File: config.mk
export PLATFORM = sky130hd
export DESIGN_NAME = bba_ctrl_flat
export DESIGN_NICKNAME = d
export VERILOG_FILES = /design/src/rtl/core/bba_pkg.sv /design/src/rtl/core/bba_req_if.sv /design/src/rtl/core/bba_rsp_if.sv /design/src/rtl/core/bba_ctrl.sv /design/src/flat_wrapper.sv
export SDC_FILE = /design/constraint.sdc
export NUM_CORES = 1
export LEC_CHECK = 0
export BUFFER_PORTS_ARGS = -buffer_cell sky130_fd_sc_hd__clkbuf_2
export CORE_MARGIN = 4
export CORE_UTILIZATION = 40
export CTS_CLUSTER_DIAMETER = 80
export DETAILED_ROUTE_END_ITERATION = 16
export PLACE_DENSITY = 0.56
export SETUP_SLACK_MARGIN = 0.05
export SLEW_MARGIN = 20
export SYNTH_ARGS = -nofsm -noshare
export SYNTH_HDL_FRONTEND = slang
export SYNTH_SLANG_ARGS = --single-unit
File: constraint.sdc
create_clock -name clk_i -period 11.2 [get_ports clk_i]
set_clock_uncertainty 0.05 [all_clocks]
set_input_delay 0.56 -clock clk_i [delete_from_list [all_inputs] [get_ports clk_i]]
set_output_delay 0.56 -clock clk_i [all_outputs]
set_load 0.02 [all_outputs]
File: src/rtl/core/bba_pkg.sv
// shared types, widths and codes of the buddy block allocator
package bba_pkg;

  localparam int ADDR_W    = 48;
  localparam int BYTES_W   = 17;
  localparam int CNT_W     = 13;
  localparam int STAT_W    = 2;
  localparam int ORD_W     = 5;
  localparam int CFG_IDX_W = 1;

  localparam logic [STAT_W-1:0] STAT_DONE    = 2'd0;
  localparam logic [STAT_W-1:0] STAT_NO_FIT  = 2'd1;
  localparam logic [STAT_W-1:0] STAT_IGNORED = 2'd2;

  localparam logic CMD_ALLOC = 1'b0;
  localparam logic CMD_FREE  = 1'b1;

  localparam logic [CFG_IDX_W-1:0] CFG_BASE = 1'b0;
  localparam logic [CFG_IDX_W-1:0] CFG_POOL = 1'b1;

  localparam logic [BYTES_W-1:0] POOL_RESET = 17'h10000;

  typedef enum logic [1:0] {
    NODE_ABSENT = 2'd0,
    NODE_FREE   = 2'd1,
    NODE_ALLOC  = 2'd2,
    NODE_SPLIT  = 2'd3
  } node_e;

  // position of the highest set bit, zero for zero
  function automatic logic [ORD_W-1:0] msb_pos(input logic [BYTES_W-1:0] v);
    logic [ORD_W-1:0] r;
    r = '0;
    for (int i = 0; i < BYTES_W; i++) begin
      if (v[i]) r = ORD_W'(i);
    end
    return r;
  endfunction

  // block size in bytes, wrapped to the field width
  function automatic logic [BYTES_W-1:0] pow2_bytes(input logic [ORD_W-1:0] o);
    return BYTES_W'(1) << o;
  endfunction

endpackage

File: src/rtl/core/bba_req_if.sv
// request channel of the buddy block allocator
interface bba_req_if import bba_pkg::*; ();
  logic               valid;
  logic               ready;
  logic               command;
  logic [BYTES_W-1:0] request_bytes;
  logic [ADDR_W-1:0]  address;

  modport source (output valid, command, request_bytes, address, input ready);
  modport sink   (input valid, command, request_bytes, address, output ready);
endinterface

File: src/rtl/core/bba_rsp_if.sv
// result channel of the buddy block allocator
interface bba_rsp_if import bba_pkg::*; ();
  logic               valid;
  logic               ready;
  logic [STAT_W-1:0]  status;
  logic [ADDR_W-1:0]  block_address;
  logic [BYTES_W-1:0] allocated_bytes;
  logic [BYTES_W-1:0] free_bytes;
  logic [CNT_W-1:0]   allocated_blocks;
  logic [CNT_W-1:0]   free_blocks;

  modport source (output valid, status, block_address, allocated_bytes, free_bytes,
                  allocated_blocks, free_blocks, input ready);
  modport sink   (input valid, status, block_address, allocated_bytes, free_bytes,
                  allocated_blocks, free_blocks, output ready);
endinterface

File: src/rtl/core/bba_ctrl.sv
// allocator sequencer: tree walks, totals and result register
module bba_ctrl import bba_pkg::*; #(
  parameter int MIN_BLOCK_ORDER = 4,
  parameter int POOL_ORDER_MAX  = 16,
  parameter int IW              = 13,
  parameter int EW              = 7
) (
  input  logic                 clk_i,
  input  logic                 rst_ni,
  input  logic                 cfg_we_i,
  input  logic [CFG_IDX_W-1:0] cfg_idx_i,
  input  logic [ADDR_W-1:0]    cfg_data_i,
  bba_req_if.sink              req_i,
  bba_rsp_if.source            rsp_o,
  output logic                 mem_rd_en_o,
  output logic [IW-1:0]        mem_rd_addr_o,
  input  logic [EW-1:0]        mem_rd_data_i,
  output logic                 mem_wr_en_o,
  output logic [IW-1:0]        mem_wr_addr_o,
  output logic [EW-1:0]        mem_wr_data_o
);
  localparam int OFS_W = POOL_ORDER_MAX;
  localparam logic [ORD_W-1:0] MIN_ORD = ORD_W'(MIN_BLOCK_ORDER);
  localparam logic [ORD_W-1:0] MAX_ORD = ORD_W'(POOL_ORDER_MAX);
  localparam logic [IW-1:0]    ROOT    = IW'(1);

  typedef enum logic [3:0] {
    ST_INIT, ST_IDLE, ST_DEC, ST_CHK, ST_A_EVAL, ST_A_SPLITR, ST_A_LEFT,
    ST_F_EVAL, ST_UP_RD, ST_UP_EVAL, ST_FIN
  } state_e;

  state_e             state_q;
  logic [ADDR_W-1:0]  base_q;
  logic [BYTES_W-1:0] pool_q;
  logic [ORD_W-1:0]   top_q;
  logic               cmd_q;
  logic [BYTES_W-1:0] bytes_q;
  logic [ADDR_W-1:0]  addr_q;
  logic [ADDR_W-1:0]  off_q;
  logic               below_q;
  logic [ORD_W-1:0]   req_q;
  logic [IW-1:0]      idx_q;
  logic [ORD_W-1:0]   ord_q;
  logic [OFS_W-1:0]   start_q;
  logic               vfree_q;
  logic               merge_q;
  logic [ORD_W-1:0]   cur_av_q;
  logic [STAT_W-1:0]  stat_q;
  logic [ADDR_W-1:0]  blk_q;
  logic [BYTES_W-1:0] alloc_bytes_q, free_bytes_q;
  logic [CNT_W-1:0]   alloc_blocks_q, free_blocks_q;
  logic               out_valid_q;

  logic [ORD_W-1:0]   top_calc, pool_msb, ceil_ord, req_calc;
  node_e              ent_st;
  logic [ORD_W-1:0]   ent_av, up_max;
  logic [IW-1:0]      idx_l, idx_r, idx_sib, idx_par;
  logic               a_free, chk_bad;
  logic [ORD_W-1:0]   ord_dn;
  logic [OFS_W-1:0]   half;

  // top order from the configured pool size
  assign pool_msb = msb_pos(pool_q);
  always_comb begin
    top_calc = pool_msb;
    if (top_calc < MIN_ORD) top_calc = MIN_ORD;
    if (top_calc > MAX_ORD) top_calc = MAX_ORD;
  end

  // request rounded up to an order
  assign ceil_ord = (bytes_q == BYTES_W'(1)) ? '0 : msb_pos(bytes_q - BYTES_W'(1)) + ORD_W'(1);
  assign req_calc = (ceil_ord < MIN_ORD) ? MIN_ORD : ceil_ord;

  assign ent_st  = node_e'(mem_rd_data_i[EW-1 -: 2]);
  assign ent_av  = mem_rd_data_i[ORD_W-1:0];
  assign idx_l   = {idx_q[IW-2:0], 1'b0};
  assign idx_r   = {idx_q[IW-2:0], 1'b1};
  assign idx_sib = {idx_q[IW-1:1], ~idx_q[0]};
  assign idx_par = {1'b0, idx_q[IW-1:1]};
  assign a_free  = vfree_q || (ent_st == NODE_FREE);
  assign ord_dn  = ord_q - ORD_W'(1);
  assign half    = OFS_W'(1) << ord_dn;
  assign up_max  = (ent_av > cur_av_q) ? ent_av : cur_av_q;
  assign chk_bad = below_q || (off_q >= ADDR_W'(pool_q)) || (off_q >= (ADDR_W'(1) << top_q));

  // memory port control
  always_comb begin
    mem_rd_en_o   = 1'b0;
    mem_rd_addr_o = idx_q;
    mem_wr_en_o   = 1'b0;
    mem_wr_addr_o = idx_q;
    mem_wr_data_o = '0;
    case (state_q)
      ST_INIT: begin
        mem_wr_en_o   = 1'b1;
        mem_wr_addr_o = ROOT;
        mem_wr_data_o = {NODE_FREE, top_calc + ORD_W'(1)};
      end
      ST_DEC: begin
        if (cmd_q == CMD_ALLOC && bytes_q != '0 && ceil_ord <= top_q) begin
          mem_rd_en_o   = 1'b1;
          mem_rd_addr_o = ROOT;
        end
      end
      ST_CHK: begin
        if (!chk_bad) begin
          mem_rd_en_o   = 1'b1;
          mem_rd_addr_o = ROOT;
        end
      end
      ST_A_EVAL: begin
        if (a_free && ord_q == req_q) begin
          mem_wr_en_o   = 1'b1;
          mem_wr_data_o = {NODE_ALLOC, ORD_W'(0)};
        end else if (a_free) begin
          mem_wr_en_o   = 1'b1;
          mem_wr_data_o = {NODE_SPLIT, ORD_W'(0)};
        end else if (ent_st == NODE_SPLIT && ent_av > req_q) begin
          mem_rd_en_o   = 1'b1;
          mem_rd_addr_o = idx_l;
        end
      end
      ST_A_SPLITR: begin
        mem_wr_en_o   = 1'b1;
        mem_wr_addr_o = idx_r;
        mem_wr_data_o = {NODE_FREE, ord_q};
      end
      ST_A_LEFT: begin
        if (!(ent_av > req_q)) begin
          mem_rd_en_o   = 1'b1;
          mem_rd_addr_o = idx_r;
        end
      end
      ST_F_EVAL: begin
        if (ent_st == NODE_ALLOC) begin
          if (off_q[OFS_W-1:0] == start_q) begin
            mem_wr_en_o   = 1'b1;
            mem_wr_data_o = {NODE_FREE, ord_q + ORD_W'(1)};
          end
        end else if (ent_st == NODE_SPLIT && ord_q > MIN_ORD) begin
          mem_rd_en_o   = 1'b1;
          mem_rd_addr_o = off_q[ord_dn] ? idx_r : idx_l;
        end
      end
      ST_UP_RD: begin
        if (idx_q != ROOT) begin
          mem_rd_en_o   = 1'b1;
          mem_rd_addr_o = idx_sib;
        end
      end
      ST_UP_EVAL: begin
        mem_wr_en_o   = 1'b1;
        mem_wr_addr_o = idx_par;
        if (merge_q && ent_st == NODE_FREE) begin
          mem_wr_data_o = {NODE_FREE, ord_q + ORD_W'(2)};
        end else begin
          mem_wr_data_o = {NODE_SPLIT, up_max};
        end
      end
      default: ;
    endcase
  end

  assign req_i.ready = (state_q == ST_IDLE);

  always_ff @(posedge clk_i or negedge rst_ni) begin
    if (!rst_ni) begin
      state_q        <= ST_INIT;
      base_q         <= '0;
      pool_q         <= POOL_RESET;
      top_q          <= MIN_ORD;
      idx_q          <= ROOT;
      alloc_bytes_q  <= '0;
      free_bytes_q   <= '0;
      alloc_blocks_q <= '0;
      free_blocks_q  <= '0;
      out_valid_q    <= 1'b0;
    end else begin
      if (out_valid_q && rsp_o.ready && state_q != ST_FIN) out_valid_q <= 1'b0;
      case (state_q)
        ST_INIT: begin
          top_q          <= top_calc;
          alloc_bytes_q  <= '0;
          free_bytes_q   <= pow2_bytes(top_calc);
          alloc_blocks_q <= '0;
          free_blocks_q  <= CNT_W'(1);
          state_q        <= ST_IDLE;
        end
        ST_IDLE: begin
          if (cfg_we_i) begin
            if (cfg_idx_i == CFG_BASE) base_q <= cfg_data_i;
            else pool_q <= cfg_data_i[BYTES_W-1:0];
            state_q <= ST_INIT;
          end else if (req_i.valid) begin
            cmd_q   <= req_i.command;
            bytes_q <= req_i.request_bytes;
            addr_q  <= req_i.address;
            state_q <= ST_DEC;
          end
        end
        ST_DEC: begin
          off_q   <= addr_q - base_q;
          below_q <= addr_q < base_q;
          blk_q   <= '0;
          idx_q   <= ROOT;
          ord_q   <= top_q;
          start_q <= '0;
          vfree_q <= 1'b0;
          req_q   <= req_calc;
          if (cmd_q == CMD_FREE) begin
            state_q <= ST_CHK;
          end else if (bytes_q == '0) begin
            stat_q  <= STAT_IGNORED;
            state_q <= ST_FIN;
          end else if (ceil_ord > top_q) begin
            stat_q  <= STAT_NO_FIT;
            state_q <= ST_FIN;
          end else begin
            state_q <= ST_A_EVAL;
          end
        end
        ST_CHK: begin
          if (chk_bad) begin
            stat_q  <= STAT_IGNORED;
            state_q <= ST_FIN;
          end else begin
            state_q <= ST_F_EVAL;
          end
        end
        ST_A_EVAL: begin
          if (a_free && ord_q == req_q) begin
            free_blocks_q  <= free_blocks_q - CNT_W'(1);
            free_bytes_q   <= free_bytes_q - pow2_bytes(req_q);
            alloc_blocks_q <= alloc_blocks_q + CNT_W'(1);
            alloc_bytes_q  <= alloc_bytes_q + pow2_bytes(req_q);
            blk_q          <= base_q + ADDR_W'(start_q);
            stat_q         <= STAT_DONE;
            cur_av_q       <= '0;
            merge_q        <= 1'b0;
            state_q        <= ST_UP_RD;
          end else if (a_free) begin
            free_blocks_q <= free_blocks_q + CNT_W'(1);
            state_q       <= ST_A_SPLITR;
          end else if (ent_st == NODE_SPLIT && ent_av > req_q) begin
            state_q <= ST_A_LEFT;
          end else begin
            stat_q  <= STAT_NO_FIT;
            state_q <= ST_FIN;
          end
        end
        ST_A_SPLITR: begin
          idx_q   <= idx_l;
          ord_q   <= ord_dn;
          vfree_q <= 1'b1;
          state_q <= ST_A_EVAL;
        end
        ST_A_LEFT: begin
          // read data still holds the left child when it is taken
          ord_q   <= ord_dn;
          vfree_q <= 1'b0;
          state_q <= ST_A_EVAL;
          if (ent_av > req_q) begin
            idx_q <= idx_l;
          end else begin
            idx_q   <= idx_r;
            start_q <= start_q + half;
          end
        end
        ST_F_EVAL: begin
          if (ent_st == NODE_ALLOC) begin
            if (off_q[OFS_W-1:0] == start_q) begin
              alloc_blocks_q <= alloc_blocks_q - CNT_W'(1);
              alloc_bytes_q  <= alloc_bytes_q - pow2_bytes(ord_q);
              free_blocks_q  <= free_blocks_q + CNT_W'(1);
              free_bytes_q   <= free_bytes_q + pow2_bytes(ord_q);
              stat_q         <= STAT_DONE;
              cur_av_q       <= ord_q + ORD_W'(1);
              merge_q        <= 1'b1;
              state_q        <= ST_UP_RD;
            end else begin
              stat_q  <= STAT_IGNORED;
              state_q <= ST_FIN;
            end
          end else if (ent_st == NODE_SPLIT && ord_q > MIN_ORD) begin
            ord_q <= ord_dn;
            if (off_q[ord_dn]) begin
              idx_q   <= idx_r;
              start_q <= start_q + half;
            end else begin
              idx_q <= idx_l;
            end
          end else begin
            stat_q  <= STAT_IGNORED;
            state_q <= ST_FIN;
          end
        end
        ST_UP_RD: begin
          state_q <= (idx_q == ROOT) ? ST_FIN : ST_UP_EVAL;
        end
        ST_UP_EVAL: begin
          // merge buddies while both halves are free, then refresh free orders
          if (merge_q && ent_st == NODE_FREE) begin
            free_blocks_q <= free_blocks_q - CNT_W'(1);
            cur_av_q      <= ord_q + ORD_W'(2);
          end else begin
            merge_q  <= 1'b0;
            cur_av_q <= up_max;
          end
          idx_q   <= idx_par;
          ord_q   <= ord_q + ORD_W'(1);
          state_q <= ST_UP_RD;
        end
        ST_FIN: begin
          if (!out_valid_q || rsp_o.ready) begin
            out_valid_q            <= 1'b1;
            rsp_o.status           <= stat_q;
            rsp_o.block_address    <= blk_q;
            rsp_o.allocated_bytes  <= alloc_bytes_q;
            rsp_o.free_bytes       <= free_bytes_q;
            rsp_o.allocated_blocks <= alloc_blocks_q;
            rsp_o.free_blocks      <= free_blocks_q;
            state_q                <= ST_IDLE;
          end
        end
        default: state_q <= ST_INIT;
      endcase
    end
  end

  assign rsp_o.valid = out_valid_q;

  // byte totals always cover the whole top block between operations
  a_bytes_cover: assert property (@(posedge clk_i) disable iff (!rst_ni)
    state_q == ST_IDLE |-> BYTES_W'(alloc_bytes_q + free_bytes_q) == pow2_bytes(top_q))
    else $error("byte totals do not add up to the top block");

  // walks never read the node they write in the same cycle
  a_no_rw_clash: assert property (@(posedge clk_i) disable iff (!rst_ni)
    mem_rd_en_o && mem_wr_en_o |-> mem_rd_addr_o != mem_wr_addr_o)
    else $error("tree read and write hit one node");

  // node index stays inside the heap
  a_idx_valid: assert property (@(posedge clk_i) disable iff (!rst_ni)
    state_q != ST_IDLE |-> idx_q != '0)
    else $error("node index is zero");

  // split only above the smallest order
  a_split_order: assert property (@(posedge clk_i) disable iff (!rst_ni)
    state_q == ST_A_SPLITR |-> ord_q > MIN_ORD)
    else $error("split below smallest block order");
endmodule

File: src/flat_wrapper.sv
// flat-port wrapper written by rule: the top's interface ports become plain ports
module bba_ctrl_flat import bba_pkg::*;
#(
  parameter int MIN_BLOCK_ORDER = 4,
  parameter int POOL_ORDER_MAX  = 16,
  parameter int IW              = 13,
  parameter int EW              = 7
)
  (clk_i, rst_ni, cfg_we_i, cfg_idx_i, cfg_data_i, mem_rd_en_o, mem_rd_addr_o, mem_rd_data_i, mem_wr_en_o, mem_wr_addr_o, mem_wr_data_o, req_i_valid, req_i_command, req_i_request_bytes, req_i_address, req_i_ready, rsp_o_valid, rsp_o_status, rsp_o_block_address, rsp_o_allocated_bytes, rsp_o_free_bytes, rsp_o_allocated_blocks, rsp_o_free_blocks, rsp_o_ready);
  bba_req_if req_i_i ();
  bba_rsp_if rsp_o_i ();
  input  logic clk_i;
  input  logic rst_ni;
  input  logic cfg_we_i;
  input  logic [CFG_IDX_W-1:0] cfg_idx_i;
  input  logic [ADDR_W-1:0] cfg_data_i;
  output logic mem_rd_en_o;
  output logic [IW-1:0] mem_rd_addr_o;
  input  logic [EW-1:0] mem_rd_data_i;
  output logic mem_wr_en_o;
  output logic [IW-1:0] mem_wr_addr_o;
  output logic [EW-1:0] mem_wr_data_o;
  input wire logic [$bits(req_i_i.valid)-1:0] req_i_valid;
  input wire logic [$bits(req_i_i.command)-1:0] req_i_command;
  input wire logic [$bits(req_i_i.request_bytes)-1:0] req_i_request_bytes;
  input wire logic [$bits(req_i_i.address)-1:0] req_i_address;
  output wire logic [$bits(req_i_i.ready)-1:0] req_i_ready;
  output wire logic [$bits(rsp_o_i.valid)-1:0] rsp_o_valid;
  output wire logic [$bits(rsp_o_i.status)-1:0] rsp_o_status;
  output wire logic [$bits(rsp_o_i.block_address)-1:0] rsp_o_block_address;
  output wire logic [$bits(rsp_o_i.allocated_bytes)-1:0] rsp_o_allocated_bytes;
  output wire logic [$bits(rsp_o_i.free_bytes)-1:0] rsp_o_free_bytes;
  output wire logic [$bits(rsp_o_i.allocated_blocks)-1:0] rsp_o_allocated_blocks;
  output wire logic [$bits(rsp_o_i.free_blocks)-1:0] rsp_o_free_blocks;
  input wire logic [$bits(rsp_o_i.ready)-1:0] rsp_o_ready;
  assign req_i_i.valid = req_i_valid;
  assign req_i_i.command = req_i_command;
  assign req_i_i.request_bytes = req_i_request_bytes;
  assign req_i_i.address = req_i_address;
  assign req_i_ready = req_i_i.ready;
  assign rsp_o_valid = rsp_o_i.valid;
  assign rsp_o_status = rsp_o_i.status;
  assign rsp_o_block_address = rsp_o_i.block_address;
  assign rsp_o_allocated_bytes = rsp_o_i.allocated_bytes;
  assign rsp_o_free_bytes = rsp_o_i.free_bytes;
  assign rsp_o_allocated_blocks = rsp_o_i.allocated_blocks;
  assign rsp_o_free_blocks = rsp_o_i.free_blocks;
  assign rsp_o_i.ready = rsp_o_ready;
  bba_ctrl #(.MIN_BLOCK_ORDER(MIN_BLOCK_ORDER), .POOL_ORDER_MAX(POOL_ORDER_MAX), .IW(IW), .EW(EW)) u_core (.clk_i(clk_i), .rst_ni(rst_ni), .cfg_we_i(cfg_we_i), .cfg_idx_i(cfg_idx_i), .cfg_data_i(cfg_data_i), .req_i(req_i_i), .rsp_o(rsp_o_i), .mem_rd_en_o(mem_rd_en_o), .mem_rd_addr_o(mem_rd_addr_o), .mem_rd_data_i(mem_rd_data_i), .mem_wr_en_o(mem_wr_en_o), .mem_wr_addr_o(mem_wr_addr_o), .mem_wr_data_o(mem_wr_data_o));
endmodule
# Word level (Yosys, flattened, before mapping)
# Index checks and enable logic that the tools add are counted.
dict set report totals {
  ff_bits 456
  output_inout_bits 147
}
dict set report classes {
  addsub 17
  magnitude_cmp 12
  eq_ne 37
  shift 5
  n_mux 141
  n_bitwise 4
  n_reduce_logical 43
}
# op n
set ops {}
lappend ops {{13-bit 2-to-1 mux} 16}
lappend ops {{5-bit 2-to-1 mux} 26}
lappend ops {{17-bit 2-to-1 mux} 6}
lappend ops {{17-bit one-hot mux with 3 select lines} 2}
lappend ops {{48-bit one-hot mux with 2 select lines} 1}
lappend ops {{4-bit 2-to-1 mux} 20}
lappend ops {{13-bit one-hot mux with 3 select lines} 2}
lappend ops {{13-bit one-hot mux with 6 select lines} 1}
lappend ops {{13-bit one-hot mux with 5 select lines} 1}
lappend ops {{16-bit 2-to-1 mux} 4}
lappend ops {{13-bit one-hot mux with 4 select lines} 1}
lappend ops {{1-bit by 5-bit left shift with 17-bit output (first input constant)} 3}
lappend ops {{48-bit by 16-bit adder with 48-bit output} 1}
lappend ops {{48-bit by 17-bit greater-or-equal comparator with 1-bit output} 1}
lappend ops {{48-bit greater-or-equal comparator} 1}
lappend ops {{48-bit < comparator} 1}
lappend ops {{48-bit 2-to-1 mux} 1}
lappend ops {{16-bit one-hot mux with 3 select lines} 1}
lappend ops {{1-bit by 5-bit left shift with 48-bit output (first input constant)} 1}
lappend ops {{48-bit subtractor} 1}
lappend ops {{4-bit one-hot mux with 10 select lines} 1}
lappend ops {{7-bit one-hot mux with 5 select lines} 1}
lappend ops {{17-bit adder} 2}
lappend ops {{17-bit subtractor} 2}
lappend ops {{62 further kinds} 162}

# Logic depth before layout (Yosys ltp)
# Gate-level depths: netlist of the first run.
dict set report depth {
  ltp_word 24
  ltp_mapped 25
}

# Worst setup path before layout of the first run
# Ideal clock, no wire load.
dict set report synth_path {
  path_kind {reg2reg}
  from {reg u_core.state_q[1]}
  to {reg u_core.rsp_o.allocated_blocks[0] (netlist name) (enable)}
  setup_time_ps 582
  t_arrival_ps 5501
  required_ps 10568
  path_slack_ps 5067
  stages_incl_launch_ff 5
  path_cell_list {dfrtp_1 > clkbuf_1 > nor2b_1 > nand2_1 > nor2_1}
}
dict set report synth_between {
  elab_chain_cells 2
}
# element line
set synth_rtl {}
lappend synth_rtl {{from (decl)} bba_ctrl.sv:32} ;# state_e state_q;
lappend synth_rtl {{from (signal assigned)} bba_ctrl.sv:298} ;# state_q <= (idx_q == ROOT) ? ST_FIN : ST_UP_EVAL;
lappend synth_rtl {{4-bit equality test} bba_ctrl.sv:180} ;# case (state_q)
lappend synth_rtl {{3-bit AND reduction (no line)} --}
lappend synth_rtl {{to (signal assigned)} bba_ctrl.sv:320} ;# rsp_o.allocated_blocks <= alloc_blocks_q;
lappend synth_rtl {{to (decl)} bba_rsp_if.sv:13} ;# allocated_blocks, free_blocks, input ready);
# No other way between the ends.
# A chain may end at the register's enable or synchronous reset.

# Final worst setup path of the first run
dict set report layout_path {
  from {reg u_core.bytes_q[1]}
  to {out mem_rd_addr_o[7]}
}
dict set report layout_between {
  elab_chain_cells 23
}
# element line
set layout_rtl {}
lappend layout_rtl {{from (decl)} bba_ctrl.sv:37} ;# logic [BYTES_W-1:0] bytes_q;
lappend layout_rtl {{from (signal assigned)} bba_ctrl.sv:196} ;# bytes_q <= req_i.request_bytes;
lappend layout_rtl {{17-bit by 1-bit subtractor with 17-bit output} bba_ctrl.sv:71} ;# assign ceil_ord = (bytes_q == BYTES_W'(1)) ? '0 : msb_pos(bytes_q - BYTES_W'(1)) + ORD_W'(1);
lappend layout_rtl {{1-bit 2-to-1 mux} bba_pkg.sv:35} ;# if (v[i]) r = ORD_W'(i);
lappend layout_rtl {{2-bit 2-to-1 mux (2 in series)} bba_pkg.sv:35}
lappend layout_rtl {{3-bit 2-to-1 mux (4 in series)} bba_pkg.sv:35}
lappend layout_rtl {{4-bit 2-to-1 mux (8 in series)} bba_pkg.sv:35}
lappend layout_rtl {{5-bit 2-to-1 mux} bba_pkg.sv:35}
lappend layout_rtl {{5-bit by 1-bit adder with 5-bit output} bba_ctrl.sv:71}
lappend layout_rtl {{5-bit 2-to-1 mux *} bba_ctrl.sv:71}
lappend layout_rtl {{named net u_core.ceil_ord[1]} bba_ctrl.sv:54} ;# logic [ORD_W-1:0] top_calc, pool_msb, ceil_ord, req_calc;
lappend layout_rtl {{5-bit <= comparator *} bba_ctrl.sv:100} ;# if (cmd_q == CMD_ALLOC && bytes_q != '0 && ceil_ord <= top_q) begin
lappend layout_rtl {{1-bit logical AND *} bba_ctrl.sv:100}
lappend layout_rtl {{13-bit 2-to-1 mux *} bba_ctrl.sv:100}
lappend layout_rtl {{13-bit one-hot mux with 6 select lines *} bba_ctrl.sv:93} ;# case (state_q)
lappend layout_rtl {{to (decl)} flat_wrapper.sv:18} ;# output logic [IW-1:0] mem_rd_addr_o;
# The timed path passes the listed nets; every way through them passes the cells marked *.

==> reports/qor.csv, run 1 <==
stage;metric;value;unit
status;outcome;finished, final reports clean;
detailed_routing;vias;21900;
critical_path;cp-start-kind;register;
critical_path;path_delay_family;compound AO/OA/AOI/OAI gates;
sta;finalSetupTns;0;ps
sta;post-route-period-util;69.8;%
placement;dpl.hpwl;62200;um
critical_path;r2r_slack;5220;ps
clock_tree;clk_pin_slew_worst_paths;60;ps
sta;finalHoldViolCount;0;
cells_and_area;nFillCells;6365;
critical_path;critPathArrivalTime;7210;ps
clock_tree;cts-resized-gates;0;
critical_path;crit_path_end_kind;output port;
sta;final.min_clock_period;7820;ps
critical_path;worst_r2r_path_depth;21;
worst_hold_path;min_to;u_core.addr_q[23];
placement;post-place-cells;3767;
sta;setup_viol_count_final;0;
critical_path;path_cells;inv_1 > ha_1 > or3b_2 > nor3_1 > a2111oi_0 > o311ai_1 > o21ai_0 > o311ai_1 > nor2_1 > ha_1 > and2_1 > ha_1 > nor2b_1 > o21a_1 > o21a_1 > o21ai_0 > nand2b_1 > a21oi_1 > a21o_1 > nand3_1 > a21oi_1 > o21ai_0 > clkbuf_2;
clock_tree;cts_sinks;456;
clock_tree;cts_tree;done;
synth;synth_area_per_cell;10.3;um^2
global_routing;use_met1;27.8;%
synth;ys_seq_area_share;47.0;%
clock_tree;clk_path_buf_depth;3;
global_routing;grt.overflow.total;0;
critical_path;worstPathRequired;10590;ps
clock_tree;insertion_delay;620;ps
floorplanning;die_w;270;um
clock_tree;htree_levels;2;
clock_tree;root_buffer;clkbuf_16;
synth;syn_nets;3030;
critical_path;r2r-end;u_core.stat_q[0];
clock_tree;cts_setup_buffers;0;
global_routing;antenna_found_initial;8;
worst_hold_path;hold_path_class;in -> reg;
global_routing;grt_pass1_wl;128000;um
floorplanning;die_y;270;um
critical_path;r2r_start;u_core.bytes_q[1];
global_routing;met3_usage;3.26;%
detailed_routing;drt-initial-drc-count;1931;
critical_path;crit_buf_inv;2;
floorplanning;start_util;40.6;%
floorplanning;ios;274;
global_routing;grt_pass1_vias;22000;
global_routing;grt_max_degree;84;
floorplanning;rows;95;
cells_and_area;fin_nets;3292;
critical_path;path_max_fanout;18;
power_and_ir_drop;ir_drop;0.122;mV
cells_and_area;fin_cells;3869;
worst_hold_path;worstHoldStart;req_i_address[23];
global_routing;grt-busiest-layer;met2;
clock_tree;cts-hold-fix-buffers;1;
placement;routabilityCongestion;0.936;
sta;finalMaxSlewViolations;0;
placement;port-buffer-count;273;
sta;max_slew_margin;25.1;%
synth;async_flop_share;32.5;%
floorplanning;core-area;67800;um^2
global_routing;gr-usage-met2;38.4;%
synth;netlist_area;27500;um^2
detailed_routing;final_antenna_net_count;0;
synth;netlist_instances;2686;
job;maxCapViolations;0;
critical_path;crit_path_top_delay_cell;a21oi_1;
sta;clock.fmax;128;MHz
worst_hold_path;worst_hold_path.num_cells;1;
power_and_ir_drop;power_density;239;nW/um^2
cells_and_area;utilization;46.6;%
synth;synth_enable_flop_cells;308;
synth;ys.flop_type;edfxtp_1;
global_routing;grt_util_all_layers;21.9;%
floorplanning;dieArea;73100;um^2
critical_path;cpPeakStageDelay;720;ps
synth;yosysUniqueCellTypes;79;
detailed_routing;viasPerCell;5.66;
detailed_routing;route.detailed.drc;0;
sta;worst_pin_slew;1120;ps
critical_path;critPathKind;reg -> out;
synth;ys_ff_latch;456;
power_and_ir_drop;finalPower;7.53;mW
cells_and_area;syn_to_final_growth;14.6;%
synth;yosysWarnings;0;
clock_tree;cts_buffers;51;
detailed_routing;wl;82100;um
detailed_routing;drt_first_pass_iters;9;
power_and_ir_drop;p_leak;12.9;nW
sta;rsz0062_at_grt;no;
cells_and_area;final_layout_size_suffix_gt1_share;16.4;%
detailed_routing;wl_per_cell;21.2;um
synthesized netlist by cell type (7+ instances only):
cell      count  area, um^2
a21boi_0      7        52.6
o22ai_1      12        75.1
o211ai_1     39         293
clkbuf_1     85         319
mux2_2       67         754
or2_2        13        81.3
mux2i_1       7        70.1
and3_1       25         156
or4_1         8        60.1
nand2b_1     30         188
inv_1       176         661
xor2_1       62         543
a221o_1      22         220
nor2b_1      34         213
nand3_1      85         425
nor4_1       46         288
mux4_2       10         225
o21ai_0     175         876
nand4_1      30         188
nand2_1     225         845
nor3_1       79         395
nor2_1      190         713
o31ai_1      23         173
a31o_2        7        61.3
and2_1       20         125
nor3b_1       9        67.6
o21bai_1     12        90.1
ha_1        211        2640
o41ai_1       9        78.8
or3_1        21         131
xnor2_1     102         893
a21oi_1     149         746
a21o_1       71         533
edfxtp_1    308        9250
a31oi_1      26         163
dfrtp_1     145        3630
a211oi_1     16         120
o21a_1       22         165
layout by cell type (no fill, tap or decap), types with 102 or more instances in the layout:
cell type	instances
a21oi_1	149
clkbuf_2	272
dfrtp_1	145
edfxtp_1	308
ha_1	211
inv_1	176
nand2_1	224
nor2_1	187
o21ai_0	175
xnor2_1	102
metrics by stage:
stage	hold slack, ps	setup slack [ps]	instance area [um^2]
finish	58.6	3380	31600
global route	28.9	2880	31600
CTS	21.1	3420	31500
detailed placement	355	4070	29900
global placement	353	4370	29900
floorplan	214	5070	27500
worst reg2reg max path, cell delays in order, from the launching register on:
cell       delay [ps]
edfxtp_1          480
inv_1             120
ha_1              300
or3b_2            670
nor3_1            220
a2111oi_0         100
o311ai_1          360
o21ai_0           140
o311ai_1          510
nor2_1            110
ha_1              290
and2_1            160
ha_1              310
nor2b_1           140
o21a_1            170
o21a_1            160
o21ai_0           180
nand2b_1           80
a21oi_1           720
o21ai_0           190
nand4_1           130
a21oi_1            80
power by group:
part           internal [mW]  total (mW)  switching [mW]
Clock                  0.923        1.64           0.719
Combinational           1.28        3.25            1.97
Sequential              2.22        2.64           0.415
Total                   4.43        7.53            3.10
worst max-delay path by stage:
stage                                 start                          endpoint  slack (ps)  cells after the start
after floorplan           u_core.state_q[1]  u_core.rsp_o.allocated_blocks[0]        5070                      4
after global placement    u_core.bytes_q[0]                 mem_rd_addr_o[12]        4370                     23
after detailed placement  u_core.bytes_q[0]                  mem_rd_addr_o[6]        4070                     23
after CTS                 u_core.bytes_q[1]                  mem_rd_addr_o[6]        3420                     23
after global routing      u_core.bytes_q[1]                  mem_rd_addr_o[9]        2880                     23
final                     u_core.bytes_q[1]                  mem_rd_addr_o[7]        3380                     23
layer usage:
metal,wire length [um],vias to the layer above,share of wire [%]
li1,-,10500,-
met1,35000,10700,43
met2,40500,595,49
met3,3810,154,4.6
met4,2840,6,3.5
met5,50,-,0.061
cell type report:
| cell class | instances | area (um^2) | share of cell area, % |
|---|---|---|---|
| Tap cell | 873 | 1090 | 3.46 |
| Antenna cell | 5 | 12.5 | 0.0396 |
| Clock buffer | 76 | 1440 | 4.56 |
| Clock inverter | 20 | 189 | 0.599 |
| Inverter | 177 | 664 | 2.11 |
| Timing Repair Buffer | 302 | 1590 | 5.05 |
| Sequential cell | 456 | 13000 | 41.1 |
| Multi-Input combinational cell | 1960 | 13600 | 43.1 |
sequential cells by signal, summed over array words and instances (netlist names), 48 cells and up:
signal,cells
u_core.addr_q,48
u_core.base_q,48
u_core.blk_q,48
u_core.off_q,48
u_core.rsp_o.block_address,48
logic make-up (layout without fill, tap and decap cells):
family | after synthesis | count (layout) | synth area share, %
simple gates | 838 | 838 | 14.8
compound gates | 657 | 657 | 15.4
flops | 456 | 456 | 47.0
buf+inv | 270 | 575 | 3.69
fa+ha+maj | 217 | 217 | 10.0
xor+xnor | 164 | 164 | 5.22
mux | 84 | 84 | 3.81
other cells | 0 | 5 | 0
Note: power is estimated with default switching activity, not from simulation.
==> run 2, diff against run 1 <==
--- a/config.mk
+++ b/config.mk
@@ -10,7 +10,7 @@
 export CORE_UTILIZATION = 40
 export CTS_CLUSTER_DIAMETER = 80
 export DETAILED_ROUTE_END_ITERATION = 16
-export PLACE_DENSITY = 0.56
+export PLACE_DENSITY = 0.58
 export SETUP_SLACK_MARGIN = 0.05
 export SLEW_MARGIN = 20
 export SYNTH_ARGS = -nofsm -noshare
==> constraint.sdc (replaced) <==
create_clock -name clk_i -period 6.4 [get_ports clk_i]
set_clock_uncertainty 0.05 [all_clocks]
set_input_delay 0.32 -clock clk_i [delete_from_list [all_inputs] [get_ports clk_i]]
set_output_delay 0.32 -clock clk_i [all_outputs]
set_load 0.02 [all_outputs]
==> reports/qor.csv, run 2 (synthesized netlist as in run 1, its figures left out) <==
stage;metric;value;unit;change
status;outcome;finished, final reports clean;;unchanged
clock_tree;cts_buffers;53;;was 51
global_routing;grt_pass1_wl;127000;um;was 128000 um
clock_tree;cts_sinks;456;;unchanged
sta;max_slew_margin;34.8;%;was 25.1%
clock_tree;root_buffer;clkbuf_16;;unchanged
floorplanning;core-area;67800;um^2;unchanged
sta;setup_viol_count_final;0;;unchanged
clock_tree;clk_path_buf_depth;3;;unchanged
cells_and_area;fin_nets;3429;;was 3292
floorplanning;die_w;270;um;unchanged
sta;finalMaxSlewViolations;0;;unchanged
floorplanning;start_util;40.6;%;unchanged
power_and_ir_drop;power_density;412;nW/um^2;was 239 nW/um^2
critical_path;path_max_fanout;6;;was 18
power_and_ir_drop;finalPower;13.7;mW;was 7.53 mW
floorplanning;ios;274;;unchanged
cells_and_area;syn_to_final_growth;20.7;%;was 14.6%
detailed_routing;vias;22500;;was 21900
sta;finalHoldViolCount;0;;unchanged
cells_and_area;nFillCells;6234;;was 6365
detailed_routing;final_antenna_net_count;0;;unchanged
critical_path;path_delay_family;compound AO/OA/AOI/OAI gates;;unchanged
clock_tree;insertion_delay;620;ps;about the same
detailed_routing;viasPerCell;5.61;;was 5.66
placement;port-buffer-count;273;;unchanged
cells_and_area;final_cell_mix;308 x edfxtp_1, 272 x clkbuf_2, 224 x nand2_1, 210 x ha_1, 187 x nor2_1;;was 308 x edfxtp_1, 272 x clkbuf_2, 224 x nand2_1, 211 x ha_1, 187 x nor2_1
critical_path;critPathKind;reg -> out;;unchanged
sta;finalSetupTns;0;ps;unchanged
clock_tree;clk_pin_slew_worst_paths;60;ps;about the same
placement;post-place-cells;3771;;was 3767
sta;post-route-period-util;94.4;%;
cells_and_area;seq_area;13000;um^2;unchanged
global_routing;grt.overflow.total;0;;unchanged
placement;dpl.hpwl;61100;um;was 62200 um
sta;worst_pin_slew;971;ps;was 1120 ps
placement;dpl_cell_area;30000;um^2;was 29900 um^2
cells_and_area;layout_commonest_cell;edfxtp_1;;unchanged
detailed_routing;route.detailed.drc;0;;unchanged
placement;routabilityCongestion;0.912;;was 0.936
floorplanning;die_y;270;um;unchanged
detailed_routing;wl_per_cell;20.4;um;was 21.2 um
critical_path;crit_buf_inv;5;;was 2
cells_and_area;final_layout_size_suffix_gt1_share;17.3;%;was 16.4%
placement;pre_cts_ws;380;ps;was 4070 ps
critical_path;critPathArrivalTime;5670;ps;was 7210 ps
sta;final.min_clock_period;6040;ps;
critical_path;cp-start-kind;register;;unchanged
floorplanning;dieArea;73100;um^2;unchanged
job;maxCapViolations;0;;unchanged
critical_path;worstPathRequired;6030;ps;was 10590 ps
clock_tree;htree_levels;2;;unchanged
cells_and_area;multi_input_area;13700;um^2;was 13600 um^2
power_and_ir_drop;ir_drop;0.207;mV;was 0.122 mV
critical_path;crit_path_end_kind;output port;;unchanged
critical_path;crit_path_top_delay_cell;edfxtp_1;;was a21oi_1
detailed_routing;wl;81700;um;was 82100 um
global_routing;grt_pass1_vias;22300;;was 22000
global_routing;antenna_found_initial;5;;was 8
detailed_routing;drt-initial-drc-count;1864;;was 1931
critical_path;cpPeakStageDelay;420;ps;was 720 ps
detailed_routing;drt_first_pass_iters;5;;was 9
sta;clock.fmax;166;MHz;
global_routing;grt_util_all_layers;21.6;%;was 21.9%
sta;layout_setup_ws;360;ps;was 3380 ps
cells_and_area;final_area;33200;um^2;was 31600 um^2
worst_hold_path;hold_path_class;in -> reg;;unchanged
global_routing;grt_max_degree;95;;was 84
clock_tree;cts_tree;done;;unchanged
floorplanning;rows;95;;unchanged
power_and_ir_drop;p_leak;13.7;nW;was 12.9 nW
cells_and_area;fin_cells;4006;;was 3869
==> run 2: cell count changes in the layout (fill, tap and decap cells not counted), sizes merged, moves of 2 or more <==
| cell | before | now |
|---|---|---|
| buf | 29 | 51 |
| dlygate4sd3 | 1 | 114 |
| clkinv | 14 | 20 |
| clkbuf | 348 | 339 |
| bufinv | 1 | 10 |
| diode | 5 | 3 |
==> run 2: report_power, final <==
group	switching (mW)	internal [mW]	total, mW
combinational	3.47	2.32	5.79
sequential	0.689	3.89	4.58
clock	1.30	2.01	3.31
total	5.46	8.22	13.7
==> run 2: timing repair <==
item	CTS	global route
endpoints found under the setup margin	14	14
gates cloned	0	1
pin swaps	0	4
hold buffers	114	0
gates resized for setup	6	15
buffers inserted	4	13
hold endpoints to repair	182	0
==> run 2: routing by layer <==
metal,global-route usage (%),part of all wire [%],up-vias
li1,-,-,10800
met3,2.87,4.7,151
met4,6.12,3.0,4
met2,39.0,50,657
met1,27.3,42,10900
met5,0,0.033,-
==> run 2: worst paths after layout <==
kind / from / endpoint / slack, ps / cells after the start
worst max-delay path: u_core.bytes_q[1] / mem_rd_addr_o[4] / 360 / 25
worst min-delay path: rsp_o_ready / u_core.rsp_o.valid / 30 / 3
worst max register to register: u_core.req_q[3] / u_core.free_bytes_q[16] / 1320 / 21
worst min register to register: u_core.blk_q[15] / u_core.rsp_o.block_address[15] / 370 / 0
max in group asynchronous: rst_ni / u_core.base_q[18] / 5020 / 3
min in group asynchronous: rst_ni / u_core.alloc_bytes_q[7] / 190 / 2
==> run 2: layout make-up <==
| class | instances | area share (%) |
|---|---|---|
| multi-input cells | 1960 | 41.2 |
| flip-flops and latches | 456 | 39.0 |
| repair buffers | 437 | 8.75 |
| clock buffers | 67 | 4.33 |
| well taps | 873 | 3.29 |
| inverters | 177 | 2.00 |
| clock inverters | 33 | 1.44 |
| diodes | 3 | 0.0226 |
==> run 2: worst min-delay path, delay by kind of cell <==
kind                   cells  cell delay, ps
and+or+nand+nor            2             260
buffers and inverters      1              70
==> run 2: through the flow <==
stage | util, % | hold slack [ps]
after floorplan | - | -25.6
after global placement | 44.2 | 291
after detailed placement | 44.2 | 290
after CTS | 48.8 | 5.19
after global routing | 49.1 | 48.7
final | 49.1 | 26.4
